`config.mk`:
```
export PLATFORM = sky130hd
export DESIGN_NAME = tls_hello_field_extractor
export DESIGN_NICKNAME = d
export VERILOG_FILES = /design/src/design/thfe_pkg.sv /design/src/design/tls_hello_field_extractor.sv /design/src/design/thfe_rsp_fifo.sv /design/src/design/thfe_parser.sv
export SDC_FILE = /design/constraint.sdc
export NUM_CORES = 2
export LEC_CHECK = 0
export ABC_AREA = 1
export BUFFER_PORTS_ARGS = -buffer_cell sky130_fd_sc_hd__buf_2
export CAP_MARGIN = 10
export CORE_ASPECT_RATIO = 0.7
export CORE_MARGIN = 1.5
export CORE_UTILIZATION = 39
export CTS_BUF_LIST = sky130_fd_sc_hd__clkbuf_8
export DETAILED_ROUTE_END_ITERATION = 10
export MAX_ROUTING_LAYER = met4
export PLACE_DENSITY = 0.59
export SLEW_MARGIN = 20
export SYNTH_ARGS = -nofsm -noshare
export SYNTH_HDL_FRONTEND = slang
export SYNTH_HIERARCHICAL = 1
export SYNTH_SLANG_ARGS = --single-unit
```
`constraint.sdc`:
```
create_clock -name clock -period 10.5 [get_ports clock]
set_input_delay 1.575 -clock clock [delete_from_list [all_inputs] [get_ports clock]]
set_output_delay 1.575 -clock clock [all_outputs]
set_load 0.1 [all_outputs]
```
`src/design/thfe_pkg.sv`:
```
// Types, codes and helper functions for the TLS hello field extractor.
package thfe_pkg;

   localparam int unsigned FifoDepth = 8;
   localparam int unsigned FifoPtrW  = $clog2(FifoDepth);

   localparam logic [3:0] KIND_CIPHER = 4'd0;
   localparam logic [3:0] KIND_EXT    = 4'd1;
   localparam logic [3:0] KIND_GROUP  = 4'd2;
   localparam logic [3:0] KIND_PFMT   = 4'd3;
   localparam logic [3:0] KIND_SIG    = 4'd4;
   localparam logic [3:0] KIND_SNI    = 4'd5;
   localparam logic [3:0] KIND_ALPN   = 4'd6;
   localparam logic [3:0] KIND_ACCEPT = 4'd7;
   localparam logic [3:0] KIND_REJECT = 4'd8;

   localparam logic [15:0] EXT_SERVER_NAME = 16'd0;
   localparam logic [15:0] EXT_GROUPS      = 16'd10;
   localparam logic [15:0] EXT_POINT_FMTS  = 16'd11;
   localparam logic [15:0] EXT_SIG_ALGS    = 16'd13;
   localparam logic [15:0] EXT_ALPN        = 16'd16;

   localparam logic [7:0]  REC_HANDSHAKE   = 8'h16;
   localparam logic [7:0]  HS_CLIENT_HELLO = 8'd1;
   localparam logic [7:0]  HS_SERVER_HELLO = 8'd2;
   localparam logic [15:0] VER_SSL2        = 16'h0002;
   localparam logic [15:0] VER_SSL3        = 16'h0300;
   localparam logic [15:0] VER_TLS12       = 16'h0303;
   localparam logic [15:0] VER_TLS13       = 16'h0304;
   localparam logic [15:0] RANDOM_BYTES    = 16'd32;
   localparam logic [15:0] SNI_MAX_LEN     = 16'd255;

   typedef enum logic [5:0] {
      PH_TYPE, PH_RVER, PH_CLEN, PH_MTYPE, PH_MLEN, PH_HVER, PH_RANDOM,
      PH_SIDLEN, PH_SID, PH_CSLEN, PH_CIPHERS, PH_COMPLEN, PH_COMP, PH_EXTLEN,
      PH_SCIPHER, PH_SCOMP, PH_SEXTLEN, PH_EXTTYPE, PH_EXTLN, PH_EXTSKIP,
      PH_SNI_LIST, PH_SNI_TYPE, PH_SNI_LEN, PH_SNI_NAME, PH_GRP_LEN, PH_GRP,
      PH_PF_LEN, PH_PF, PH_SIG_LEN, PH_SIG, PH_ALPN_LEN, PH_ALPN_SLEN,
      PH_ALPN_STR, PH_DONE
   } phase_type;

   typedef struct packed {
      logic [3:0]  kind;
      logic [15:0] value;
      logic        is_server;
      logic [15:0] rec_version;
      logic [15:0] hello_version;
      logic        last;
   } item_type;

   // Byte count of a fixed-size header field; zero for counted phases.
   function automatic logic [1:0] fixed_width(phase_type ph);
      logic [1:0] w;
      case (ph)
         PH_TYPE, PH_MTYPE, PH_SIDLEN, PH_COMPLEN, PH_SCOMP, PH_SNI_TYPE,
         PH_PF_LEN, PH_ALPN_SLEN:                                    w = 2'd1;
         PH_RVER, PH_CLEN, PH_HVER, PH_CSLEN, PH_EXTLEN, PH_SCIPHER,
         PH_SEXTLEN, PH_EXTTYPE, PH_EXTLN, PH_SNI_LIST, PH_SNI_LEN,
         PH_GRP_LEN, PH_SIG_LEN, PH_ALPN_LEN:                        w = 2'd2;
         PH_MLEN:                                                    w = 2'd3;
         default:                                                    w = 2'd0;
      endcase
      return w;
   endfunction

   // A GREASE code has equal bytes, each with a low nibble of 0xa.
   function automatic logic is_grease(logic [15:0] v);
      return ((v & 16'h0f0f) == 16'h0a0a) && (v[15:8] == v[7:0]);
   endfunction

endpackage

```
`src/design/tls_hello_field_extractor.sv`:
```
// The extractor takes one packet byte per cycle and parses a TLS handshake record that
// holds a ClientHello or ServerHello, producing tagged items (cipher suites, extension
// types, groups, point formats, signature algorithms, SNI bytes, first ALPN name bytes)
// and one accept or reject verdict per packet; items before the verdict are provisional.
// A byte is registered on acceptance, parsed in the next cycle and its zero to two results
// are written into an eight-entry result queue, whose head drives the result port. Bytes
// are taken one per cycle as long as the queue has room for the results of every byte in
// flight; a byte that yields two results, or a stalled result consumer, fills the queue
// and then holds req_ready low until results drain.
module tls_hello_field_extractor
   import thfe_pkg::*;
(
   input  logic        clock,
   input  logic        reset,
   input  logic        req_valid,
   output logic        req_ready,
   input  logic [7:0]  req_data_byte,
   input  logic        req_end_of_packet,
   output logic        rsp_valid,
   input  logic        rsp_ready,
   output logic [3:0]  rsp_item_kind,
   output logic [15:0] rsp_item_value,
   output logic        rsp_hello_is_server,
   output logic [15:0] rsp_record_version,
   output logic [15:0] rsp_hello_version,
   output logic        rsp_verdict_last
);

   logic              stg_valid_ff, stg_valid_in;
   logic [7:0]        stg_byte_ff, stg_byte_in;
   logic              stg_eop_ff, stg_eop_in;
   logic [1:0]        push_cnt;
   item_type          push0;
   item_type          push1;
   logic [FifoPtrW:0] fifo_count;
   logic              fifo_not_empty;
   item_type          head;
   logic [FifoPtrW+1:0] committed;

   // Room is reserved for two results from the staged byte and two from a new one.
   assign committed = {1'b0, fifo_count} + (stg_valid_ff ? (FifoPtrW+2)'(2) : '0) +
                      (FifoPtrW+2)'(2);
   assign req_ready = (committed <= (FifoPtrW+2)'(FifoDepth));

   always_comb begin
      stg_valid_in = req_valid && req_ready;
      stg_byte_in  = req_data_byte;
      stg_eop_in   = req_end_of_packet;
   end

   always_ff @(posedge clock) begin
      if (reset) begin
         stg_valid_ff <= 1'b0;
      end else begin
         stg_valid_ff <= stg_valid_in;
      end
   end

   always_ff @(posedge clock) begin
      if (stg_valid_in) begin
         stg_byte_ff <= stg_byte_in;
         stg_eop_ff  <= stg_eop_in;
      end
   end

   thfe_parser u_parser (
      .clock      (clock),
      .reset      (reset),
      .step_valid (stg_valid_ff),
      .step_byte  (stg_byte_ff),
      .step_eop   (stg_eop_ff),
      .push_cnt   (push_cnt),
      .push0      (push0),
      .push1      (push1)
   );

   thfe_rsp_fifo u_fifo (
      .clock     (clock),
      .reset     (reset),
      .push_cnt  (push_cnt),
      .push0     (push0),
      .push1     (push1),
      .pop       (rsp_valid && rsp_ready),
      .count     (fifo_count),
      .not_empty (fifo_not_empty),
      .head      (head)
   );

   assign rsp_valid           = fifo_not_empty;
   assign rsp_item_kind       = head.kind;
   assign rsp_item_value      = head.value;
   assign rsp_hello_is_server = head.is_server;
   assign rsp_record_version  = head.rec_version;
   assign rsp_hello_version   = head.hello_version;
   assign rsp_verdict_last    = head.last;

endmodule

```
`src/design/thfe_rsp_fifo.sv`:
```
// Result queue that takes up to two items per cycle and delivers one per pop.
module thfe_rsp_fifo
   import thfe_pkg::*;
(
   input  logic                clock,
   input  logic                reset,
   input  logic [1:0]          push_cnt,
   input  item_type            push0,
   input  item_type            push1,
   input  logic                pop,
   output logic [FifoPtrW:0]   count,
   output logic                not_empty,
   output item_type            head
);

   item_type             mem_ff [FifoDepth];
   logic [FifoPtrW-1:0]  wr_ptr_ff, wr_ptr_in;
   logic [FifoPtrW-1:0]  rd_ptr_ff, rd_ptr_in;
   logic [FifoPtrW:0]    count_ff, count_in;
   logic [FifoPtrW-1:0]  wr_ptr_next;

   assign wr_ptr_next = wr_ptr_ff + 1'b1;

   always_comb begin
      wr_ptr_in = wr_ptr_ff + FifoPtrW'(push_cnt);
      rd_ptr_in = pop ? rd_ptr_ff + 1'b1 : rd_ptr_ff;
      count_in  = count_ff + (FifoPtrW+1)'(push_cnt) - (FifoPtrW+1)'(pop);
   end

   always_ff @(posedge clock) begin
      if (reset) begin
         wr_ptr_ff <= '0;
         rd_ptr_ff <= '0;
         count_ff  <= '0;
      end else begin
         wr_ptr_ff <= wr_ptr_in;
         rd_ptr_ff <= rd_ptr_in;
         count_ff  <= count_in;
      end
   end

   always_ff @(posedge clock) begin
      if (push_cnt != 2'd0) begin
         mem_ff[wr_ptr_ff] <= push0;
      end
      if (push_cnt == 2'd2) begin
         mem_ff[wr_ptr_next] <= push1;
      end
   end

   assign count     = count_ff;
   assign not_empty = (count_ff != '0);
   assign head      = mem_ff[rd_ptr_ff];

endmodule

```
`src/design/thfe_parser.sv`:
```
// Per-byte hello parser: phase register, length counters and item generation.
module thfe_parser
   import thfe_pkg::*;
(
   input  logic       clock,
   input  logic       reset,
   input  logic       step_valid,
   input  logic [7:0] step_byte,
   input  logic       step_eop,
   output logic [1:0] push_cnt,
   output item_type   push0,
   output item_type   push1
);

   phase_type          phase_ff, phase_in;
   logic [1:0]         fbc_ff, fbc_in;
   logic [23:0]        acc_ff, acc_in;
   logic signed [17:0] erl_ff, erl_in;
   logic [15:0]        ill_ff, ill_in;
   logic [15:0]        cek_ff, cek_in;
   logic [16:0]        ac_ff, ac_in;
   logic               fap_ff, fap_in;
   logic               srv_ff, srv_in;
   logic [15:0]        rv_ff, rv_in;
   logic [15:0]        hv_ff, hv_in;
   logic               vg_ff, vg_in;
   logic [23:0]        bo_ff, bo_in;
   logic [15:0]        at_ff, at_in;
   logic [15:0]        st_ff, st_in;

   logic [23:0]  acc_new;
   logic [23:0]  v;
   logic [1:0]   fw;
   logic         sf_req;
   phase_type    sf_ph;
   logic         ec_req;
   phase_type    ec_ph;
   logic [15:0]  ec_n;
   logic         owe_req;
   logic [23:0]  owe_val;
   logic         fin_req;
   phase_type    fin_ph;
   logic         fail_now;
   logic         accept_now;
   logic         eop_reject;
   logic         ext_next;
   logic         item_valid;
   logic [3:0]   item_kind;
   logic [15:0]  item_value;
   logic [15:0]  pair_val;
   logic [15:0]  ill_dec;
   logic         verd_valid;
   item_type     it_item;
   item_type     it_verd;

   assign acc_new  = {acc_ff[15:0], step_byte};
   assign v        = acc_new;
   assign fw       = fixed_width(phase_ff);
   assign pair_val = {acc_ff[7:0], step_byte};

   always_comb begin
      phase_in = phase_ff;
      fbc_in   = fbc_ff;
      acc_in   = acc_ff;
      erl_in   = erl_ff;
      ill_in   = ill_ff;
      cek_in   = cek_ff;
      ac_in    = ac_ff;
      fap_in   = fap_ff;
      srv_in   = srv_ff;
      rv_in    = rv_ff;
      hv_in    = hv_ff;
      vg_in    = vg_ff;
      bo_in    = bo_ff;
      at_in    = at_ff;
      st_in    = st_ff;
      sf_req   = 1'b0;
      sf_ph    = PH_TYPE;
      ec_req   = 1'b0;
      ec_ph    = PH_EXTSKIP;
      ec_n     = '0;
      owe_req  = 1'b0;
      owe_val  = '0;
      fin_req  = 1'b0;
      fin_ph   = PH_EXTSKIP;
      fail_now = 1'b0;
      accept_now = 1'b0;
      eop_reject = 1'b0;
      ext_next   = 1'b0;
      item_valid = 1'b0;
      item_kind  = KIND_CIPHER;
      item_value = '0;
      ill_dec    = '0;

      if (step_valid && !vg_ff) begin
         bo_in = (bo_ff != '0) ? bo_ff - 24'd1 : bo_ff;
         if (phase_ff != PH_DONE) begin
            if (fw != 2'd0) begin
               acc_in = acc_new;
               fbc_in = fbc_ff + 2'd1;
               if ((fbc_ff + 2'd1) >= fw) begin
                  case (phase_ff)
                     PH_TYPE: begin
                        if (v != {16'd0, REC_HANDSHAKE}) fail_now = 1'b1;
                        else begin sf_req = 1'b1; sf_ph = PH_RVER; end
                     end
                     PH_RVER: begin
                        rv_in = v[15:0];
                        if (v[15:0] inside {VER_SSL2, [VER_SSL3:VER_TLS12]}) begin
                           sf_req = 1'b1;
                           sf_ph  = PH_CLEN;
                        end else fail_now = 1'b1;
                     end
                     PH_CLEN: begin
                        owe_req = 1'b1; owe_val = v;
                        sf_req = 1'b1; sf_ph = PH_MTYPE;
                     end
                     PH_MTYPE: begin
                        if (v == {16'd0, HS_CLIENT_HELLO}) begin
                           srv_in = 1'b0; sf_req = 1'b1; sf_ph = PH_MLEN;
                        end else if (v == {16'd0, HS_SERVER_HELLO}) begin
                           srv_in = 1'b1; sf_req = 1'b1; sf_ph = PH_MLEN;
                        end else fail_now = 1'b1;
                     end
                     PH_MLEN: begin
                        owe_req = 1'b1; owe_val = v;
                        sf_req = 1'b1; sf_ph = PH_HVER;
                     end
                     PH_HVER: begin
                        hv_in = v[15:0];
                        if ((v[15:0] inside {VER_SSL2, [VER_SSL3:VER_TLS12]}) ||
                            (v[15:0] == VER_TLS13 && !srv_ff)) begin
                           ec_req = 1'b1; ec_ph = PH_RANDOM; ec_n = RANDOM_BYTES;
                        end else fail_now = 1'b1;
                     end
                     PH_SIDLEN: begin
                        owe_req = 1'b1;
                        owe_val = {16'd0, v[7:0]} + (srv_ff ? 24'd5 : 24'd2);
                        ec_req = 1'b1; ec_ph = PH_SID; ec_n = {8'd0, v[7:0]};
                     end
                     PH_CSLEN: begin
                        owe_req = 1'b1; owe_val = {8'd0, v[15:0]} + 24'd1;
                        if (v[15:1] == '0) fail_now = 1'b1;
                        else begin
                           ec_req = 1'b1; ec_ph = PH_CIPHERS; ec_n = {1'b0, v[15:1]};
                        end
                     end
                     PH_COMPLEN: begin
                        owe_req = 1'b1; owe_val = {16'd0, v[7:0]} + 24'd2;
                        ec_req = 1'b1; ec_ph = PH_COMP; ec_n = {8'd0, v[7:0]};
                     end
                     PH_EXTLEN: begin
                        owe_req = 1'b1; owe_val = v;
                        if (v[15:0] == '0) fail_now = 1'b1;
                        else begin
                           erl_in = 18'(v[15:0]);
                           ext_next = 1'b1;
                        end
                     end
                     PH_SCIPHER: begin
                        item_valid = 1'b1; item_kind = KIND_CIPHER; item_value = v[15:0];
                        sf_req = 1'b1; sf_ph = PH_SCOMP;
                     end
                     PH_SCOMP: begin
                        sf_req = 1'b1; sf_ph = PH_SEXTLEN;
                     end
                     PH_SEXTLEN: begin
                        owe_req = 1'b1; owe_val = v;
                        erl_in = 18'(v[15:0]);
                        ext_next = 1'b1;
                     end
                     PH_EXTTYPE: begin
                        cek_in = v[15:0];
                        sf_req = 1'b1; sf_ph = PH_EXTLN;
                     end
                     PH_EXTLN: begin
                        erl_in = erl_ff - 18'(v[15:0]) - 18'sd4;
                        if (is_grease(cek_ff) || srv_ff) begin
                           ec_req = 1'b1; ec_ph = PH_EXTSKIP; ec_n = v[15:0];
                        end
                        if (!is_grease(cek_ff)) begin
                           item_valid = 1'b1; item_kind = KIND_EXT; item_value = cek_ff;
                           owe_req = 1'b1; owe_val = v;
                           if (!srv_ff) begin
                              case (cek_ff)
                                 EXT_SERVER_NAME: begin sf_req = 1'b1; sf_ph = PH_SNI_LIST; end
                                 EXT_GROUPS:      begin sf_req = 1'b1; sf_ph = PH_GRP_LEN; end
                                 EXT_POINT_FMTS:  begin sf_req = 1'b1; sf_ph = PH_PF_LEN; end
                                 EXT_SIG_ALGS:    begin sf_req = 1'b1; sf_ph = PH_SIG_LEN; end
                                 EXT_ALPN:        begin sf_req = 1'b1; sf_ph = PH_ALPN_LEN; end
                                 default: begin
                                    ec_req = 1'b1; ec_ph = PH_EXTSKIP; ec_n = v[15:0];
                                 end
                              endcase
                           end
                        end
                     end
                     PH_SNI_LIST: begin
                        st_in = v[15:0];
                        sf_req = 1'b1; sf_ph = PH_SNI_TYPE;
                     end
                     PH_SNI_TYPE: begin
                        sf_req = 1'b1; sf_ph = PH_SNI_LEN;
                     end
                     PH_SNI_LEN: begin
                        if (v[15:0] > SNI_MAX_LEN) fail_now = 1'b1;
                        else begin
                           owe_req = 1'b1; owe_val = v;
                           st_in = (({1'b0, v[15:0]} + 17'd3) < {1'b0, st_ff}) ?
                                   st_ff - v[15:0] - 16'd3 : 16'd0;
                           ec_req = 1'b1; ec_ph = PH_SNI_NAME; ec_n = v[15:0];
                        end
                     end
                     PH_GRP_LEN: begin
                        owe_req = 1'b1; owe_val = v;
                        ec_req = 1'b1; ec_ph = PH_GRP; ec_n = {1'b0, v[15:1]};
                     end
                     PH_PF_LEN: begin
                        owe_req = 1'b1; owe_val = v;
                        ec_req = 1'b1; ec_ph = PH_PF; ec_n = {8'd0, v[7:0]};
                     end
                     PH_SIG_LEN: begin
                        owe_req = 1'b1; owe_val = v;
                        ec_req = 1'b1; ec_ph = PH_SIG; ec_n = {1'b0, v[15:1]};
                     end
                     PH_ALPN_LEN: begin
                        owe_req = 1'b1; owe_val = v;
                        at_in  = v[15:0];
                        ac_in  = '0;
                        fap_in = 1'b1;
                        sf_req = 1'b1; sf_ph = PH_ALPN_SLEN;
                     end
                     PH_ALPN_SLEN: begin
                        ac_in = ac_ff + 17'(v[7:0]) + 17'd1;
                        ec_req = 1'b1; ec_ph = PH_ALPN_STR; ec_n = {8'd0, v[7:0]};
                     end
                     default: ;
                  endcase
               end
            end else begin
               // Counted phases: pair lists emit at most one item per two bytes.
               ill_dec = (ill_ff != '0) ? ill_ff - 16'd1 : ill_ff;
               if ((phase_ff == PH_CIPHERS || phase_ff == PH_GRP || phase_ff == PH_SIG) &&
                   fbc_ff == 2'd0) begin
                  acc_in = {8'd0, acc_new[15:0]};
                  fbc_in = 2'd1;
               end else begin
                  case (phase_ff)
                     PH_CIPHERS: begin
                        item_valid = !is_grease(pair_val);
                        item_kind  = KIND_CIPHER; item_value = pair_val;
                     end
                     PH_GRP: begin
                        item_valid = 1'b1; item_kind = KIND_GROUP; item_value = pair_val;
                     end
                     PH_SIG: begin
                        item_valid = 1'b1; item_kind = KIND_SIG; item_value = pair_val;
                     end
                     PH_SNI_NAME: begin
                        item_valid = 1'b1; item_kind = KIND_SNI;
                        item_value = {8'd0, step_byte};
                     end
                     PH_PF: begin
                        item_valid = 1'b1; item_kind = KIND_PFMT;
                        item_value = {8'd0, step_byte};
                     end
                     PH_ALPN_STR: begin
                        item_valid = fap_ff; item_kind = KIND_ALPN;
                        item_value = {8'd0, step_byte};
                     end
                     default: ;
                  endcase
                  if (phase_ff == PH_CIPHERS || phase_ff == PH_GRP || phase_ff == PH_SIG) begin
                     fbc_in = 2'd0;
                     acc_in = '0;
                  end
                  ill_in = ill_dec;
                  if (ill_dec == '0) begin
                     fin_req = 1'b1;
                     fin_ph  = phase_ff;
                  end
               end
            end
         end

         if (sf_req) begin
            phase_in = sf_ph; fbc_in = '0; acc_in = '0;
         end
         if (ec_req) begin
            phase_in = ec_ph; fbc_in = '0; acc_in = '0; ill_in = ec_n;
            if (ec_n == '0) begin
               fin_req = 1'b1;
               fin_ph  = ec_ph;
            end
         end
         if (owe_req && owe_val > bo_in) bo_in = owe_val;

         // Continuation once a counted phase has taken all of its bytes.
         if (fin_req) begin
            case (fin_ph)
               PH_RANDOM:  begin phase_in = PH_SIDLEN; fbc_in = '0; acc_in = '0; end
               PH_SID: begin
                  phase_in = srv_in ? PH_SCIPHER : PH_CSLEN; fbc_in = '0; acc_in = '0;
               end
               PH_CIPHERS: begin phase_in = PH_COMPLEN; fbc_in = '0; acc_in = '0; end
               PH_COMP:    begin phase_in = PH_EXTLEN; fbc_in = '0; acc_in = '0; end
               PH_SNI_NAME: begin
                  if (st_in != '0) begin
                     phase_in = PH_EXTSKIP; fbc_in = '0; ill_in = st_in;
                  end else ext_next = 1'b1;
               end
               PH_ALPN_STR: begin
                  fap_in = 1'b0;
                  if (ac_in < {1'b0, at_in}) begin
                     phase_in = PH_ALPN_SLEN; fbc_in = '0; acc_in = '0;
                  end else ext_next = 1'b1;
               end
               default: ext_next = 1'b1;
            endcase
         end
         if (ext_next) begin
            if (erl_in >= 18'sd4) begin
               phase_in = PH_EXTTYPE; fbc_in = '0; acc_in = '0;
            end else phase_in = PH_DONE;
         end

         accept_now = !fail_now && (phase_in == PH_DONE) && (bo_in == '0);
         vg_in = fail_now || accept_now;
      end

      // Item fields are taken before the end-of-packet clear below.
      it_item.kind          = item_kind;
      it_item.value         = item_value;
      it_item.is_server     = srv_in;
      it_item.rec_version   = '0;
      it_item.hello_version = '0;
      it_item.last          = 1'b0;

      eop_reject = step_valid && step_eop && !vg_in;
      verd_valid = fail_now || accept_now || eop_reject;
      it_verd.kind          = accept_now ? KIND_ACCEPT : KIND_REJECT;
      it_verd.value         = '0;
      it_verd.is_server     = srv_in;
      it_verd.rec_version   = accept_now ? rv_in : 16'd0;
      it_verd.hello_version = accept_now ? hv_in : 16'd0;
      it_verd.last          = 1'b1;

      if (step_valid && step_eop) begin
         phase_in = PH_TYPE;
         fbc_in   = '0;
         acc_in   = '0;
         erl_in   = '0;
         ill_in   = '0;
         cek_in   = '0;
         ac_in    = '0;
         fap_in   = 1'b1;
         srv_in   = 1'b0;
         rv_in    = '0;
         hv_in    = '0;
         vg_in    = 1'b0;
         bo_in    = '0;
         at_in    = '0;
         st_in    = '0;
      end

      push_cnt = 2'(item_valid) + 2'(verd_valid);
      push0    = item_valid ? it_item : it_verd;
      push1    = it_verd;
   end

   always_ff @(posedge clock) begin
      if (reset) begin
         phase_ff <= PH_TYPE;
         fbc_ff   <= '0;
         acc_ff   <= '0;
         erl_ff   <= '0;
         ill_ff   <= '0;
         cek_ff   <= '0;
         ac_ff    <= '0;
         fap_ff   <= 1'b1;
         srv_ff   <= 1'b0;
         rv_ff    <= '0;
         hv_ff    <= '0;
         vg_ff    <= 1'b0;
         bo_ff    <= '0;
         at_ff    <= '0;
         st_ff    <= '0;
      end else begin
         phase_ff <= phase_in;
         fbc_ff   <= fbc_in;
         acc_ff   <= acc_in;
         erl_ff   <= erl_in;
         ill_ff   <= ill_in;
         cek_ff   <= cek_in;
         ac_ff    <= ac_in;
         fap_ff   <= fap_in;
         srv_ff   <= srv_in;
         rv_ff    <= rv_in;
         hv_ff    <= hv_in;
         vg_ff    <= vg_in;
         bo_ff    <= bo_in;
         at_ff    <= at_in;
         st_ff    <= st_in;
      end
   end

endmodule

```
==> impl_metrics.yaml <==
place:
  dp_hpwl_mm: 100.9
  place_congestion: 1.028
  dp.cells: 7816
  io_buffers: 68
  pre_cts_ws_ns: 1.606
global_routing:
  grt_pass1_wl_mm: 254.3
  track_usage_pct: 28.50
  antenna_found_initial: 5
  grt_pass1_vias: 40410
  overflow: 0
  grt_max_degree: 190
sta:
  rsz0062_at_grt: "no"
  finalCriticalPeriod_ns: 9.263
  setup_viol: 0
  final-hold-violation-count: 0
  worst_slack_ns: 1.237
  tns_ns: 0
  worst_pin_slew_ns: 1.241
  min_period_over_period_pct: 88.22
  maxSlewHeadroom_pct: 17.10
  finalMaxSlewViolations: 0
  clock-skew-final_ns: 0.05870
  max_freq_mhz: 108.0
setup_path:
  cp_num_cells: 40
  required_ns: 11.15
  crit_path_frequent_cell: "inv_1"
  slowest_stage: "buf_4"
  path_max_fanout: 63
  slowest_delay_ns: 0.67
  reg2reg_depth: 40
  worstSetupPathType: "reg -> reg"
  worstPathArrival_ns: 9.91
  startpoint_type: "flip-flop"
  crit_buf_inv: 10
  cp_top_family: "simple AND/OR/NAND/NOR gates"
  cp-end-kind: "flip-flop"
yosys:
  ys_seq_area_share_pct: 37.67
  ys.flop_type: "edfxtp_1"
  avgSynthCellArea_um2: 6.888
  synth_edf_count: 441
  yosysMostFrequentCell: "nand2_1"
  netlist_instances: 6631
  synthTopCellsByCount: "2202 x nand2_1, 870 x inv_1, 476 x nand4_1"
  synthArstFlopShare_pct: 0
  yosys.area.top_type: "edfxtp_1"
  ys_seq_elements: 639
  yosysUniqueCellTypes: 65
  synth_top_area_share_pct: 28.99
  synth_area_leaders: "edfxtp_1 29%, nand2_1 18%, dfxtp_1 8.7%"
  netlist_area_um2: 45680
  yosysWarnings: 6
clocking:
  postCtsHoldBufs: 0
  cts.repair.resized: 0
  max-clock-path-buffers: 3
  numCtsBuffers: 110
  path_clk_slew_ns: 0.08
  ctsHtreeMaxLevel: 3
  post_cts_buffers: 0
  clk-insertion-delay-late_ns: 0.83
  cts_root_buffer: "clkbuf_8"
  cts_tree: "done"
  cts.sink_count: 639
cells_and_area:
  layout.cells.non_filler: 8026
  final_net_count: 6570
  n_fill_cell: 11970
  seqCellArea_um2: 17220
  drive_gt1_share_pct: 7.371
  syn_to_final_growth_pct: 6.843
  multi_input_area_um2: 22860
die:
  die_area_um2: 119200
  core-area_um2: 115600
  start_util_pct: 39.53
  die_h_um: 289.3
  die_w_um: 412.0
  io_pins: 69
  rows: 104
pwr:
  cellPowerDensity_nw_per_um2: 227.5
  p_leak_uw: 0.02326
  max-vdd-ir-drop_uv: 279.2
outcome:
  status: "finished, final reports clean"
route:
  wl_per_cell_um: 21.05
  dr.pass1.iters: 6
  dr_total_vias: 44900
  totalWireLength_mm: 169.0
  viasPerCell: 5.594
  drt_iter0_drc: 5905
  antenna_left: 0
  drc: 0
worst_hold_path:
  worstHoldPathCells: 2
  hold_path_class: "reg -> reg"
job:
  maxCapViolCount: 0
-- cell type report --
cell class	count	area share, %
antenna	4	0.02051
clock inverter	80	0.9973
sequential	639	35.28
timing repair buffer	161	2.392
tap	1537	3.941
multi-input combinational	4574	46.84
clock buffer	125	3.525
inverter	906	7.010
-- worst paths after layout --
kind                                                        start  slack [ns]                         endpoint
worst min register to register    u_parser/acc_ff[9]$_SDFFE_PP0P_        0.47  u_parser/acc_ff[9]$_SDFFE_PP0P_
worst min-delay path              u_parser/acc_ff[9]$_SDFFE_PP0P_        0.47  u_parser/acc_ff[9]$_SDFFE_PP0P_
worst max register to register  u_parser/phase_ff[1]$_SDFFE_PP0P_        1.24   u_fifo/mem_ff[7][50]$_DFFE_PP_
worst max-delay path            u_parser/phase_ff[1]$_SDFFE_PP0P_        1.24   u_fifo/mem_ff[7][50]$_DFFE_PP_
-- power breakdown --
group / leakage, uW / internal, uW / switching (uW)
logic: 0.0165 / 1290 / 4450
registers: 0.00555 / 2850 / 149
clock network: 0.00125 / 1180 / 1180
-- routing by layer --
metal | vias up | wire length (um) | GRT usage [%]
li1 | 21200 | - | -
met1 | 20940 | 78470 | 42.57
met2 | 2456 | 67350 | 38.75
met3 | 309 | 19010 | 5.289
met4 | 0 | 4129 | 7.500
met5 | - | 0 | -
-- layout by cell type (no fill, tap or decap), types with 20 or more instances in the layout --
cell      synthesis  layout
a21oi_1         282     281
buf_2           168      68
buf_4            37      82
clkbuf_8          0     125
clkinv_2          0      30
dfxtp_1         198     195
edfxtp_1        441     441
ha_1            159     158
inv_1           870     894
inv_2            27      25
nand2_1        2202    2201
nand3_1         375     375
nand4_1         476     476
nor2_1          365     364
nor2_2           32      33
nor3_1           52      51
nor4_1           20      20
o211ai_1         26      26
o21ai_0         256     248
o22ai_1          34      34
xor2_1           51      51
-- flip-flops by register name, summed over array words and instances, names as in the netlist, named ones only --
signal and count:
u_parser/ill_ff 16, stg_eop_ff 1, u_parser/hv_ff 16, u_parser/fap_ff 1
u_parser/cek_ff 16, u_parser/erl_ff 18, u_parser/rv_ff 16, u_parser/st_ff 16
u_parser/at_ff 16, u_parser/ac_ff 17, u_parser/phase_ff 6, u_parser/srv_ff 1
u_fifo/mem_ff 432, u_parser/fbc_ff 2, u_fifo/rd_ptr_ff 3, stg_byte_ff 8
u_fifo/wr_ptr_ff 3, u_parser/bo_ff 24, u_parser/acc_ff 16, stg_valid_ff 1
u_fifo/count 4, u_parser/vg_ff 1
-- logic make-up after synthesis --
| family | Yosys count | synth area share, % |
|---|---|---|
| and+or+nand+nor | 3604 | 34.66 |
| buffers and inverters | 1433 | 12.83 |
| AOI/OAI and AO/OA | 727 | 9.023 |
| DFF | 639 | 37.67 |
| adders and majority gates | 165 | 4.618 |
| xor gates and xnor gates | 60 | 1.151 |
| other | 2 | 0.01644 |
| muxes | 1 | 0.02465 |
-- stage by stage --
| stage | total power, uW | hold WS [ns] | util (%) | cell area (um^2) |
|---|---|---|---|---|
| final | 11100 | 0.4700 | 42.23 | 48800 |
| after global routing | 11720 | 0.4838 | 42.23 | 48800 |
| after CTS | 11020 | 0.4670 | 42.20 | 48770 |
| after detailed placement | 8647 | 0.4573 | 40.29 | 46560 |
| after global placement | 8638 | 0.4520 | 40.29 | 46560 |
| after floorplan | 7179 | 0.4453 | - | 45730 |
-- worst min-delay path: stages (launching register included) --
cell and delay (ns):
dfxtp_1 0.31, nand2_1 0.06, a21oi_1 0.06
(Power assumes the default switching activity.)
